`config.mk`:
```
export PLATFORM = sky130hd
export DESIGN_NAME = char_lcd_4bit_command_sequencer_top_flat
export DESIGN_NICKNAME = d
export VERILOG_FILES = /design/src/design/clcd_pkg.sv /design/src/design/clcd_cmd_if.sv /design/src/design/clcd_bus_if.sv /design/src/design/clcd_front.sv /design/src/design/clcd_queue.sv /design/src/design/clcd_back.sv /design/src/design/char_lcd_4bit_command_sequencer_top.sv /design/src/flat_wrapper.sv
export SDC_FILE = /design/constraint.sdc
export NUM_CORES = 1
export LEC_CHECK = 0
export ABC_CLOCK_PERIOD_IN_PS = 6900
export BUFFER_PORTS_ARGS = -buffer_cell sky130_fd_sc_hd__buf_2
export CORE_ASPECT_RATIO = 0.8
export CORE_MARGIN = 1
export CORE_UTILIZATION = 55
export CTS_BUF_LIST = sky130_fd_sc_hd__clkbuf_2
export CTS_CLUSTER_SIZE = 30
export DETAILED_ROUTE_END_ITERATION = 16
export GPL_ROUTABILITY_DRIVEN = 0
export GPL_TIMING_DRIVEN = 0
export PLACE_DENSITY = 0.84
export SYNTH_ARGS = -nofsm -noshare
export SYNTH_HDL_FRONTEND = slang
export SYNTH_SLANG_ARGS = --single-unit
```
`constraint.sdc`:
```
create_clock -name clk -period 6.9 [get_ports clk]
set_clock_uncertainty 0.2 [all_clocks]
set_input_delay 1.035 -clock clk [delete_from_list [all_inputs] [get_ports clk]]
set_output_delay 1.035 -clock clk [all_outputs]
set_load 0.05 [all_outputs]
```
`src/design/clcd_pkg.sv`:
```
// Shared types, command codes and LCD instruction constants for the
// character-LCD 4-bit command sequencer. No dependencies.
`default_nettype none

package clcd_pkg;

  // Command codes of the input transaction.
  localparam logic [2:0] CMD_INIT  = 3'd0;
  localparam logic [2:0] CMD_CHAR  = 3'd1;
  localparam logic [2:0] CMD_CLEAR = 3'd2;
  localparam logic [2:0] CMD_POS   = 3'd3;
  localparam logic [2:0] CMD_DEC   = 3'd4;

  // LCD instruction bytes.
  localparam logic [7:0] LCD_FUNC_SET    = 8'h28;
  localparam logic [7:0] LCD_DISP_OFF    = 8'h08;
  localparam logic [7:0] LCD_CLEAR       = 8'h01;
  localparam logic [7:0] LCD_ENTRY_MODE  = 8'h06;
  localparam logic [7:0] LCD_DISP_CURSOR = 8'h0e;
  localparam logic [7:0] LCD_DISP_PLAIN  = 8'h0c;
  localparam logic [7:0] LCD_SET_DDRAM   = 8'h80;
  localparam logic [6:0] LCD_ROW1_BASE   = 7'h40;
  localparam logic [7:0] ASCII_ZERO      = 8'h30;
  localparam logic [9:0] NUM_MAX         = 10'd999;

  // Wake-up nibble and the waits of the power-up sequence.
  localparam logic [3:0] WAKE_NIB  = 4'h3;
  localparam logic [3:0] MODE4_NIB = 4'h2;
  localparam logic [4:0] WAIT_NONE = 5'd0;
  localparam logic [4:0] WAIT_MIN  = 5'd1;
  localparam logic [4:0] WAIT_WAKE = 5'd5;
  localparam logic [4:0] WAIT_PWR  = 5'd15;
  localparam logic [4:0] WAIT_CLR  = 5'd21;

  // Command queue between front and back.
  localparam int QUEUE_DEPTH = 4;
  localparam int QPTR_W      = 2;

  // Kind of work the back end carries out.
  typedef enum logic [1:0] {
    OP_INIT  = 2'd0,
    OP_CLEAR = 2'd1,
    OP_INSTR = 2'd2,
    OP_DATA  = 2'd3
  } op_t;

  // One queued job: up to three data bytes, or one instruction byte.
  typedef struct packed {
    op_t             op;
    logic            cursor;
    logic [1:0]      count;
    logic [2:0][7:0] data;
  } job_t;

  // One bus write.
  typedef struct packed {
    logic       reg_select;
    logic [3:0] nibble;
    logic [4:0] wait_ms;
    logic       last;
  } wr_t;

  typedef struct packed {
    logic [3:0] nibble;
    logic [4:0] wait_ms;
  } nib_wait_t;

  // Queue status seen by the front, the back and the checks.
  typedef struct packed {
    logic full;
    logic empty;
  } q_status_t;

  // Clear screen: display control byte, then clear byte.
  function automatic nib_wait_t clear_write(input logic cursor, input logic [1:0] step);
    logic [7:0] ctl;
    nib_wait_t  nw;
    ctl = cursor ? LCD_DISP_CURSOR : LCD_DISP_PLAIN;
    case (step)
      2'd0:    nw = '{nibble: ctl[7:4],       wait_ms: WAIT_NONE};
      2'd1:    nw = '{nibble: ctl[3:0],       wait_ms: WAIT_MIN};
      2'd2:    nw = '{nibble: LCD_CLEAR[7:4], wait_ms: WAIT_NONE};
      default: nw = '{nibble: LCD_CLEAR[3:0], wait_ms: WAIT_CLR};
    endcase
    return nw;
  endfunction

  // Power-up sequence, ending in a clear screen with the cursor hidden.
  function automatic nib_wait_t init_write(input logic [3:0] step);
    nib_wait_t nw;
    case (step)
      4'd0:    nw = '{nibble: WAKE_NIB,             wait_ms: WAIT_PWR};
      4'd1:    nw = '{nibble: WAKE_NIB,             wait_ms: WAIT_WAKE};
      4'd2:    nw = '{nibble: WAKE_NIB,             wait_ms: WAIT_MIN};
      4'd3:    nw = '{nibble: MODE4_NIB,            wait_ms: WAIT_MIN};
      4'd4:    nw = '{nibble: LCD_FUNC_SET[7:4],    wait_ms: WAIT_NONE};
      4'd5:    nw = '{nibble: LCD_FUNC_SET[3:0],    wait_ms: WAIT_MIN};
      4'd6:    nw = '{nibble: LCD_DISP_OFF[7:4],    wait_ms: WAIT_NONE};
      4'd7:    nw = '{nibble: LCD_DISP_OFF[3:0],    wait_ms: WAIT_MIN};
      4'd8:    nw = '{nibble: LCD_CLEAR[7:4],       wait_ms: WAIT_NONE};
      4'd9:    nw = '{nibble: LCD_CLEAR[3:0],       wait_ms: WAIT_MIN};
      4'd10:   nw = '{nibble: LCD_ENTRY_MODE[7:4],  wait_ms: WAIT_NONE};
      4'd11:   nw = '{nibble: LCD_ENTRY_MODE[3:0],  wait_ms: WAIT_MIN};
      default: nw = clear_write(1'b0, step[1:0]);
    endcase
    return nw;
  endfunction

endpackage

`default_nettype wire

```
`src/design/clcd_cmd_if.sv`:
```
// Command channel: valid/ready handshake with the command fields.
// No dependencies.
`default_nettype none

interface clcd_cmd_if;
  logic        valid;
  logic        ready;
  logic [2:0]  cmd;
  logic [7:0]  char_code;
  logic [5:0]  column;
  logic [1:0]  row;
  logic [15:0] number;
  logic        lead_zeros;
  logic        cursor_on;

  modport source (output valid, cmd, char_code, column, row, number, lead_zeros,
                  cursor_on, input ready);
  modport sink (input valid, cmd, char_code, column, row, number, lead_zeros,
                cursor_on, output ready);
endinterface

`default_nettype wire

```
`src/design/clcd_bus_if.sv`:
```
// Bus write channel: valid/ready handshake with one 4-bit LCD write.
// No dependencies.
`default_nettype none

interface clcd_bus_if;
  logic       valid;
  logic       ready;
  logic       reg_select;
  logic [3:0] nibble;
  logic [4:0] wait_ms;
  logic       last;

  modport source (output valid, reg_select, nibble, wait_ms, last, input ready);
  modport sink (input valid, reg_select, nibble, wait_ms, last, output ready);
endinterface

`default_nettype wire

```
`src/design/clcd_front.sv`:
```
// Front end: accepts commands, splits numbers into digits, tracks the
// cursor column and pushes jobs into the queue. Uses clcd_pkg, clcd_cmd_if.
`default_nettype none

module clcd_front #(
  parameter int COLUMNS = 16
) (
  input  wire               clk,
  input  wire               rst,
  clcd_cmd_if.sink          cmd_in,
  input  clcd_pkg::q_status_t q_stat,
  output logic              push,
  output clcd_pkg::job_t    job
);

  // Stage one registers.
  logic       s1_valid;
  logic [2:0] s1_cmd;
  logic [7:0] s1_char;
  logic [5:0] s1_column;
  logic [1:0] s1_row;
  logic       s1_lz;
  logic       s1_cursor;
  logic [9:0] s1_num;
  logic [3:0] s1_hund;
  logic [6:0] s1_tens_q;

  // Cursor column.
  logic [5:0] cur_column;
  logic [5:0] cur_column_next;

  logic [9:0]  sat_num;
  logic [15:0] hund_prod;
  logic [17:0] tens_prod;
  logic        known;
  logic        s1_done;
  logic [9:0]  units_full;
  logic [6:0]  tens_full;
  logic [3:0]  units;
  logic [3:0]  tens;
  logic        show_h;
  logic        show_t;
  logic [5:0]  col1;
  logic [5:0]  col2;
  logic [5:0]  col3;
  logic [6:0]  addr;

  function automatic logic [5:0] wrap_inc(input logic [5:0] c);
    logic [5:0] b;
    b = ({1'b0, c} >= 7'(COLUMNS)) ? 6'd0 : c;
    return b + 6'd1;
  endfunction

  // Saturate, then take n/100 and n/10 by reciprocal multiplication.
  always_comb begin
    sat_num   = (cmd_in.number > {6'd0, clcd_pkg::NUM_MAX}) ? clcd_pkg::NUM_MAX
                                                            : cmd_in.number[9:0];
    hund_prod = 16'(sat_num) * 16'd41;
    tens_prod = 18'(sat_num) * 18'd205;
  end

  // Stage one moves on when it is empty, holds nothing to queue, or the queue has room.
  always_comb begin
    known   = s1_cmd inside {[clcd_pkg::CMD_INIT:clcd_pkg::CMD_DEC]};
    s1_done = s1_valid && (!known || !q_stat.full);
    push    = s1_valid && known && !q_stat.full;
  end

  assign cmd_in.ready = !s1_valid || s1_done;

  always_ff @(posedge clk) begin
    if (rst) begin
      s1_valid <= 1'b0;
    end else if (cmd_in.ready) begin
      s1_valid <= cmd_in.valid;
    end
  end

  always_ff @(posedge clk) begin
    if (cmd_in.valid && cmd_in.ready) begin
      s1_cmd    <= cmd_in.cmd;
      s1_char   <= cmd_in.char_code;
      s1_column <= cmd_in.column;
      s1_row    <= cmd_in.row;
      s1_lz     <= cmd_in.lead_zeros;
      s1_cursor <= cmd_in.cursor_on;
      s1_num    <= sat_num;
      s1_hund   <= hund_prod[15:12];
      s1_tens_q <= tens_prod[17:11];
    end
  end

  // Digits and which of them are printed.
  always_comb begin
    units_full = s1_num - ({s1_tens_q, 3'd0} + {2'd0, s1_tens_q, 1'b0});
    tens_full  = s1_tens_q - ({s1_hund, 3'd0} + {2'd0, s1_hund, 1'b0});
    units      = units_full[3:0];
    tens       = tens_full[3:0];
    show_h     = s1_lz || (s1_hund != 4'd0);
    show_t     = show_h || (tens != 4'd0);
  end

  // Column after one, two and three printed characters.
  always_comb begin
    col1 = wrap_inc(cur_column);
    col2 = wrap_inc(col1);
    col3 = wrap_inc(col2);
  end

  // Build the job and the next column.
  always_comb begin
    job             = '0;
    cur_column_next = cur_column;
    addr            = {1'b0, cur_column};
    case (s1_cmd)
      clcd_pkg::CMD_INIT: begin
        job.op          = clcd_pkg::OP_INIT;
        cur_column_next = 6'd0;
      end
      clcd_pkg::CMD_CLEAR: begin
        job.op          = clcd_pkg::OP_CLEAR;
        job.cursor      = s1_cursor;
        cur_column_next = 6'd0;
      end
      clcd_pkg::CMD_CHAR: begin
        job.op          = clcd_pkg::OP_DATA;
        job.count       = 2'd1;
        job.data[0]     = s1_char;
        cur_column_next = col1;
      end
      clcd_pkg::CMD_POS: begin
        if (s1_row == 2'd0) begin
          addr = {1'b0, s1_column};
        end else if (s1_row == 2'd1) begin
          addr = clcd_pkg::LCD_ROW1_BASE | {1'b0, s1_column};
        end
        job.op          = clcd_pkg::OP_INSTR;
        job.count       = 2'd1;
        job.data[0]     = clcd_pkg::LCD_SET_DDRAM | {1'b0, addr};
        cur_column_next = s1_column;
      end
      clcd_pkg::CMD_DEC: begin
        job.op = clcd_pkg::OP_DATA;
        if (show_h) begin
          job.count       = 2'd3;
          job.data[0]     = clcd_pkg::ASCII_ZERO | {4'd0, s1_hund};
          job.data[1]     = clcd_pkg::ASCII_ZERO | {4'd0, tens};
          job.data[2]     = clcd_pkg::ASCII_ZERO | {4'd0, units};
          cur_column_next = col3;
        end else if (show_t) begin
          job.count       = 2'd2;
          job.data[0]     = clcd_pkg::ASCII_ZERO | {4'd0, tens};
          job.data[1]     = clcd_pkg::ASCII_ZERO | {4'd0, units};
          cur_column_next = col2;
        end else begin
          job.count       = 2'd1;
          job.data[0]     = clcd_pkg::ASCII_ZERO | {4'd0, units};
          cur_column_next = col1;
        end
      end
      default: begin
        cur_column_next = cur_column;
      end
    endcase
  end

  always_ff @(posedge clk) begin
    if (rst) begin
      cur_column <= 6'd0;
    end else if (push) begin
      cur_column <= cur_column_next;
    end
  end

endmodule

`default_nettype wire

```
`src/design/clcd_queue.sv`:
```
// Short job queue between the front and back ends.
// Uses clcd_pkg.
`default_nettype none

module clcd_queue (
  input  wire                 clk,
  input  wire                 rst,
  input  wire                 push,
  input  clcd_pkg::job_t      push_job,
  input  wire                 pop,
  output clcd_pkg::job_t      head,
  output clcd_pkg::q_status_t q_stat
);

  clcd_pkg::job_t             mem [clcd_pkg::QUEUE_DEPTH];
  logic [clcd_pkg::QPTR_W-1:0] wr_ptr;
  logic [clcd_pkg::QPTR_W-1:0] rd_ptr;
  logic [clcd_pkg::QPTR_W:0]   fill;

  assign q_stat.full  = (fill == (clcd_pkg::QPTR_W + 1)'(clcd_pkg::QUEUE_DEPTH));
  assign q_stat.empty = (fill == '0);
  assign head         = mem[rd_ptr];

  // Storage.
  always_ff @(posedge clk) begin
    if (push) begin
      mem[wr_ptr] <= push_job;
    end
  end

  // Pointers and fill count.
  always_ff @(posedge clk) begin
    if (rst) begin
      wr_ptr <= '0;
      rd_ptr <= '0;
      fill   <= '0;
    end else begin
      if (push) begin
        wr_ptr <= wr_ptr + 1'b1;
      end
      if (pop) begin
        rd_ptr <= rd_ptr + 1'b1;
      end
      if (push && !pop) begin
        fill <= fill + 1'b1;
      end else if (pop && !push) begin
        fill <= fill - 1'b1;
      end
    end
  end

endmodule

`default_nettype wire

```
`src/design/clcd_back.sv`:
```
// Back end: steps through the head job one nibble write per cycle, while the bus takes
// them, into the output register. Uses clcd_pkg, clcd_bus_if.
`default_nettype none

module clcd_back (
  input  wire                 clk,
  input  wire                 rst,
  input  clcd_pkg::job_t      head,
  input  clcd_pkg::q_status_t q_stat,
  output logic                pop,
  clcd_bus_if.source          bus_out
);

  logic [3:0]        step;
  logic [3:0]        last_step;
  logic              advance;
  logic              out_valid;
  clcd_pkg::wr_t     out_wr;
  clcd_pkg::wr_t     wr;
  clcd_pkg::nib_wait_t nw;
  logic [7:0]        sel_byte;

  assign bus_out.valid      = out_valid;
  assign bus_out.reg_select = out_wr.reg_select;
  assign bus_out.nibble     = out_wr.nibble;
  assign bus_out.wait_ms    = out_wr.wait_ms;
  assign bus_out.last       = out_wr.last;

  assign advance = !q_stat.empty && (!out_valid || bus_out.ready);
  assign pop     = advance && (step == last_step);

  // Length of the head job and the write for the current step.
  always_comb begin
    sel_byte  = (head.op == clcd_pkg::OP_DATA) ? head.data[step[2:1]] : head.data[0];
    nw.nibble  = step[0] ? sel_byte[3:0] : sel_byte[7:4];
    nw.wait_ms = step[0] ? clcd_pkg::WAIT_MIN : clcd_pkg::WAIT_NONE;
    last_step = 4'd1;
    case (head.op)
      clcd_pkg::OP_INIT: begin
        last_step = 4'd15;
        nw        = clcd_pkg::init_write(step);
      end
      clcd_pkg::OP_CLEAR: begin
        last_step = 4'd3;
        nw        = clcd_pkg::clear_write(head.cursor, step[1:0]);
      end
      clcd_pkg::OP_DATA: begin
        last_step = {1'b0, head.count, 1'b0} - 4'd1;
      end
      default: begin
        last_step = 4'd1;
      end
    endcase
    wr.reg_select = (head.op == clcd_pkg::OP_DATA);
    wr.nibble     = nw.nibble;
    wr.wait_ms    = nw.wait_ms;
    wr.last       = (step == last_step);
  end

  // Step counter within the head job.
  always_ff @(posedge clk) begin
    if (rst) begin
      step <= 4'd0;
    end else if (advance) begin
      step <= pop ? 4'd0 : step + 4'd1;
    end
  end

  // Output register.
  always_ff @(posedge clk) begin
    if (rst) begin
      out_valid <= 1'b0;
    end else if (!out_valid || bus_out.ready) begin
      out_valid <= !q_stat.empty;
    end
  end

  always_ff @(posedge clk) begin
    if (advance) begin
      out_wr <= wr;
    end
  end

endmodule

`default_nettype wire

```
`src/design/char_lcd_4bit_command_sequencer_top.sv`:
```
// Top level: front end, job queue and back end of the 4-bit LCD sequencer.
// A command goes through the stage one register, the queue and the output register.
// Back end: one write per cycle while the bus takes them: init 16, clear 4, position 2,
// character 2, decimal 2 to 6. Commands are taken one per cycle while the queue has room.
// Synchronous reset empties the pipeline and queue and sets the column to 0.
`default_nettype none

module char_lcd_4bit_command_sequencer_top #(
  parameter int COLUMNS = 16
) (
  input  wire        clk,
  input  wire        rst,
  clcd_cmd_if.sink   cmd_in,
  clcd_bus_if.source bus_out
);

  clcd_pkg::job_t      push_job;
  clcd_pkg::job_t      head;
  clcd_pkg::q_status_t q_stat;
  logic                push;
  logic                pop;

  clcd_front #(.COLUMNS(COLUMNS)) u_front (
    .clk    (clk),
    .rst    (rst),
    .cmd_in (cmd_in),
    .q_stat (q_stat),
    .push   (push),
    .job    (push_job)
  );

  clcd_queue u_queue (
    .clk      (clk),
    .rst      (rst),
    .push     (push),
    .push_job (push_job),
    .pop      (pop),
    .head     (head),
    .q_stat   (q_stat)
  );

  clcd_back u_back (
    .clk     (clk),
    .rst     (rst),
    .head    (head),
    .q_stat  (q_stat),
    .pop     (pop),
    .bus_out (bus_out)
  );

  // The front never writes into a full queue.
  a_no_overflow: assert property (@(posedge clk) disable iff (rst)
    push |-> !q_stat.full) else $error("push into full queue");

  // The back never retires a job from an empty queue.
  a_no_underflow: assert property (@(posedge clk) disable iff (rst)
    pop |-> !q_stat.empty) else $error("pop from empty queue");

  // The long clear wait only ends a clear, as an instruction write.
  a_clear_wait: assert property (@(posedge clk) disable iff (rst)
    (bus_out.valid && bus_out.wait_ms == clcd_pkg::WAIT_CLR)
      |-> (bus_out.last && !bus_out.reg_select)) else $error("bad clear wait");

endmodule

`default_nettype wire

```
`src/flat_wrapper.sv`:
```
// flat-port wrapper written by rule: the top's interface ports become plain ports
module char_lcd_4bit_command_sequencer_top_flat 
#(
  parameter int COLUMNS = 16
)
  (clk, rst, cmd_in_valid, cmd_in_cmd, cmd_in_char_code, cmd_in_column, cmd_in_row, cmd_in_number, cmd_in_lead_zeros, cmd_in_cursor_on, cmd_in_ready, bus_out_valid, bus_out_reg_select, bus_out_nibble, bus_out_wait_ms, bus_out_last, bus_out_ready);
  clcd_cmd_if cmd_in_i ();
  clcd_bus_if bus_out_i ();
  input  wire clk;
  input  wire rst;
  input wire logic [$bits(cmd_in_i.valid)-1:0] cmd_in_valid;
  input wire logic [$bits(cmd_in_i.cmd)-1:0] cmd_in_cmd;
  input wire logic [$bits(cmd_in_i.char_code)-1:0] cmd_in_char_code;
  input wire logic [$bits(cmd_in_i.column)-1:0] cmd_in_column;
  input wire logic [$bits(cmd_in_i.row)-1:0] cmd_in_row;
  input wire logic [$bits(cmd_in_i.number)-1:0] cmd_in_number;
  input wire logic [$bits(cmd_in_i.lead_zeros)-1:0] cmd_in_lead_zeros;
  input wire logic [$bits(cmd_in_i.cursor_on)-1:0] cmd_in_cursor_on;
  output wire logic [$bits(cmd_in_i.ready)-1:0] cmd_in_ready;
  output wire logic [$bits(bus_out_i.valid)-1:0] bus_out_valid;
  output wire logic [$bits(bus_out_i.reg_select)-1:0] bus_out_reg_select;
  output wire logic [$bits(bus_out_i.nibble)-1:0] bus_out_nibble;
  output wire logic [$bits(bus_out_i.wait_ms)-1:0] bus_out_wait_ms;
  output wire logic [$bits(bus_out_i.last)-1:0] bus_out_last;
  input wire logic [$bits(bus_out_i.ready)-1:0] bus_out_ready;
  assign cmd_in_i.valid = cmd_in_valid;
  assign cmd_in_i.cmd = cmd_in_cmd;
  assign cmd_in_i.char_code = cmd_in_char_code;
  assign cmd_in_i.column = cmd_in_column;
  assign cmd_in_i.row = cmd_in_row;
  assign cmd_in_i.number = cmd_in_number;
  assign cmd_in_i.lead_zeros = cmd_in_lead_zeros;
  assign cmd_in_i.cursor_on = cmd_in_cursor_on;
  assign cmd_in_ready = cmd_in_i.ready;
  assign bus_out_valid = bus_out_i.valid;
  assign bus_out_reg_select = bus_out_i.reg_select;
  assign bus_out_nibble = bus_out_i.nibble;
  assign bus_out_wait_ms = bus_out_i.wait_ms;
  assign bus_out_last = bus_out_i.last;
  assign bus_out_i.ready = bus_out_ready;
  char_lcd_4bit_command_sequencer_top #(.COLUMNS(COLUMNS)) u_core (.clk(clk), .rst(rst), .cmd_in(cmd_in_i), .bus_out(bus_out_i));
endmodule
```
==> impl_metrics.ini <==
[outcome]
status = completed

[critical_path]
critPathRequiredTime_ns = 7.25
crit_fanout = 5
startpoint_type = input pin
worstSetupPathType = input pin to flop
worst_setup_path_end_kind = flop
critical_path_arrival_ns = 5.80

[sta]
worst-slew-pin-transition_ns = 1.19
fmax_mhz = 183
hold_violations = 0
tns_ns = 0
finalCritPeriodShare_pct = 79.0
hold_slack_ns = 0.218
period_needed_ns = 5.45
setup_viol = 0
rsz0062_at_grt = no
slew_viol_final = 0
slew_headroom_pct = 20.5

[run]
cap_violations = 0

[detailed_routing]
routed_wl_mm = 18.3
dr.pass1.iters = 5
via_count = 6229
routedWlPerCell_um = 16.9
drc = 0
drtAntennaViolNets = 0
routed_via_density = 5.78
drt_iter0_drc = 651

[die]
die_area_um2 = 17400
start_util_pct = 56.2
die_x_um = 147
boundaryPins = 54
num_rows = 42
fp.coreArea_um2 = 16600
die_h_um = 118

[cells_and_area]
layout-drive-gt1-share_pct = 15.3
nets = 996
fin_area_um2 = 10100
fillers = 1292
final_cell_count_no_fill = 1077
syn2layout_area_growth_pct = 8.93

[synthesis]
synth_edf_count = 135
synth_area_um2 = 9300
yosysUniqueCellTypes = 74
ys_ff_latch = 156
synth_cells = 771
yosys_warnings = 0
avgSynthCellArea_um2 = 12.1
yosysTopAreaCell = edfxtp_1
seq_area_frac_synth_pct = 48.1
syn-num-nets = 924
synth_top_area_share_pct = 43.6
synthArstFlopShare_pct = 0
synth_top_flop_cell = edfxtp_1
synth_most_common_cell = edfxtp_1
synth_area_leaders = edfxtp_1, ha_1, mux4_2, dfxtp_1, fa_1
synth_commonest_cells = edfxtp_1, ha_1, inv_1, nor2_1, a21oi_1

[clock_network]
cts_buffer_depth = 2
cts_buffers = 17
clk_pin_slew_ns = 0.23
cts.repair.resized = 0
holdBufCountCts = 0
cts_setup_buffers = 0
clockRootBuffer = clkbuf_2
htreeDepth = 4
clkSinkCount = 156
insertion_delay_ns = 0.78
cts_tree = done

[global_route]
gr-total-overflow = 0
track_usage_pct = 22.4
grt_pass1_wl_mm = 29.9
grt_pass1_vias = 6042
grt_max_degree = 34
antenna_found_initial = 1

[placement]
dpl_cell_area_um2 = 9840
dpl.hpwl_mm = 13.4
place_inst = 1044
io_buffers = 53

[pwr]
power_density_nw_per_um2 = 209
leakagePower_nw = 4.07
power.total_mw = 2.11
ir_worst_vdd_v = 0.000105

[min_path]
min_path_type = input pin to flop
-- critical path, cell delays in order --
cell and delay, ns:
buf_2 0.10, and3_1 0.16, nand3_1 0.10, nor2_1 0.08, or3_1 0.43, ha_1 0.36, inv_1 0.06, fa_1 0.52
inv_1 0.07, fa_1 0.53, inv_1 0.06, fa_1 0.53, inv_1 0.04, ha_1 0.30, a21o_1 0.16, a21oi_1 0.12
o21ai_0 0.20, and4_1 0.26, a2111oi_0 0.56, xnor2_1 0.11
-- area by class of cell --
class	count	area (um2)	area share, %
inverters	87	327	3.22
clock buffers	17	85.1	0.840
diodes	1	2.50	0.0247
clock inverters	15	201	1.99
well taps	220	275	2.72
multi-input cells	499	4360	43.0
flip-flops and latches	156	4470	44.2
plain buffers	29	141	1.40
repair buffers	53	265	2.62
-- path summary, 6_finish.rpt --
| kind | from | slack, ns | to | cells past startpoint |
|---|---|---|---|---|
| hold reg to reg | u_core.u_back.bus_out.valid | 0.29 | u_core.u_back.bus_out.valid | 2 |
| setup / recovery | cmd_in_number[6] | 1.45 | u_core.u_front.s1_tens_q[3] | 20 |
| setup reg to reg | flop | 2.09 | u_core.u_queue.fill[2] | 16 |
| hold / removal | cmd_in_row[1] | 0.22 | u_core.u_front.s1_row[1] | 1 |
-- flip-flops by register name, summed over array words and instances, names as in the netlist, 2 cells and up, named ones only --
signal	count
u_core.u_back.bus_out.nibble	4
u_core.u_back.bus_out.wait_ms	4
u_core.u_back.step	4
u_core.u_front.cur_column	6
u_core.u_front.s1_char	8
u_core.u_front.s1_cmd	3
u_core.u_front.s1_column	6
u_core.u_front.s1_hund	4
u_core.u_front.s1_num	4
u_core.u_front.s1_row	2
u_core.u_front.s1_tens_q	4
u_core.u_queue.fill	3
u_core.u_queue.mem	92
u_core.u_queue.rd_ptr	2
u_core.u_queue.wr_ptr	2
-- metrics by stage --
| step | util [%] | setup WS (ns) |
|---|---|---|
| 4_1_cts | 61.2 | 1.50 |
| 3_3_place_gp | 59.5 | 0.634 |
| 2_1_floorplan | - | 1.23 |
| 3_5_place_dp | 59.5 | 0.596 |
| 5_1_grt | 61.2 | 1.26 |
| 6_report | 61.2 | 1.45 |
-- layer usage --
metal	up-vias	track usage [%]	wire, um
li1	2967	-	-
met4	0	9.92	507
met3	37	4.59	1370
met5	-	0	0
met1	2954	29.6	7780
met2	271	35.8	8590
-- where the power goes --
group	switching, mW	leakage, nW	internal, mW
Sequential	0.0267	1.46	1.08
Clock	0.358	0.168	0.217
Combinational	0.272	2.45	0.157
Total	0.657	4.07	1.46
-- layout by cell type (no fill, tap or decap), types with 14 or more instances in the layout --
cell type    n
xnor2_1     21
buf_2       58
ha_1        91
clkbuf_2    17
fa_1        21
mux4_2      23
nand2b_1    14
clkbuf_1    18
a21oi_1     38
edfxtp_1   135
inv_1       86
dfxtp_1     21
nor2_1      61
nand2_1     28
o21ai_0     36
-- cell families (layout without fill, tap and decap cells) --
family,count (synthesis),count (layout),share of synthesized area (%)
flip-flops,156,156,48.1
adder cells (fa/ha/maj),112,112,16.8
multiplexers,34,34,6.78
XOR/XNOR,35,35,3.44
AO/OA/AOI/OAI,135,135,9.59
AND/OR/NAND/NOR,183,183,10.3
other,0,1,0
buffers and inverters,116,201,5.03
Power figures use the tool's default switching activity.
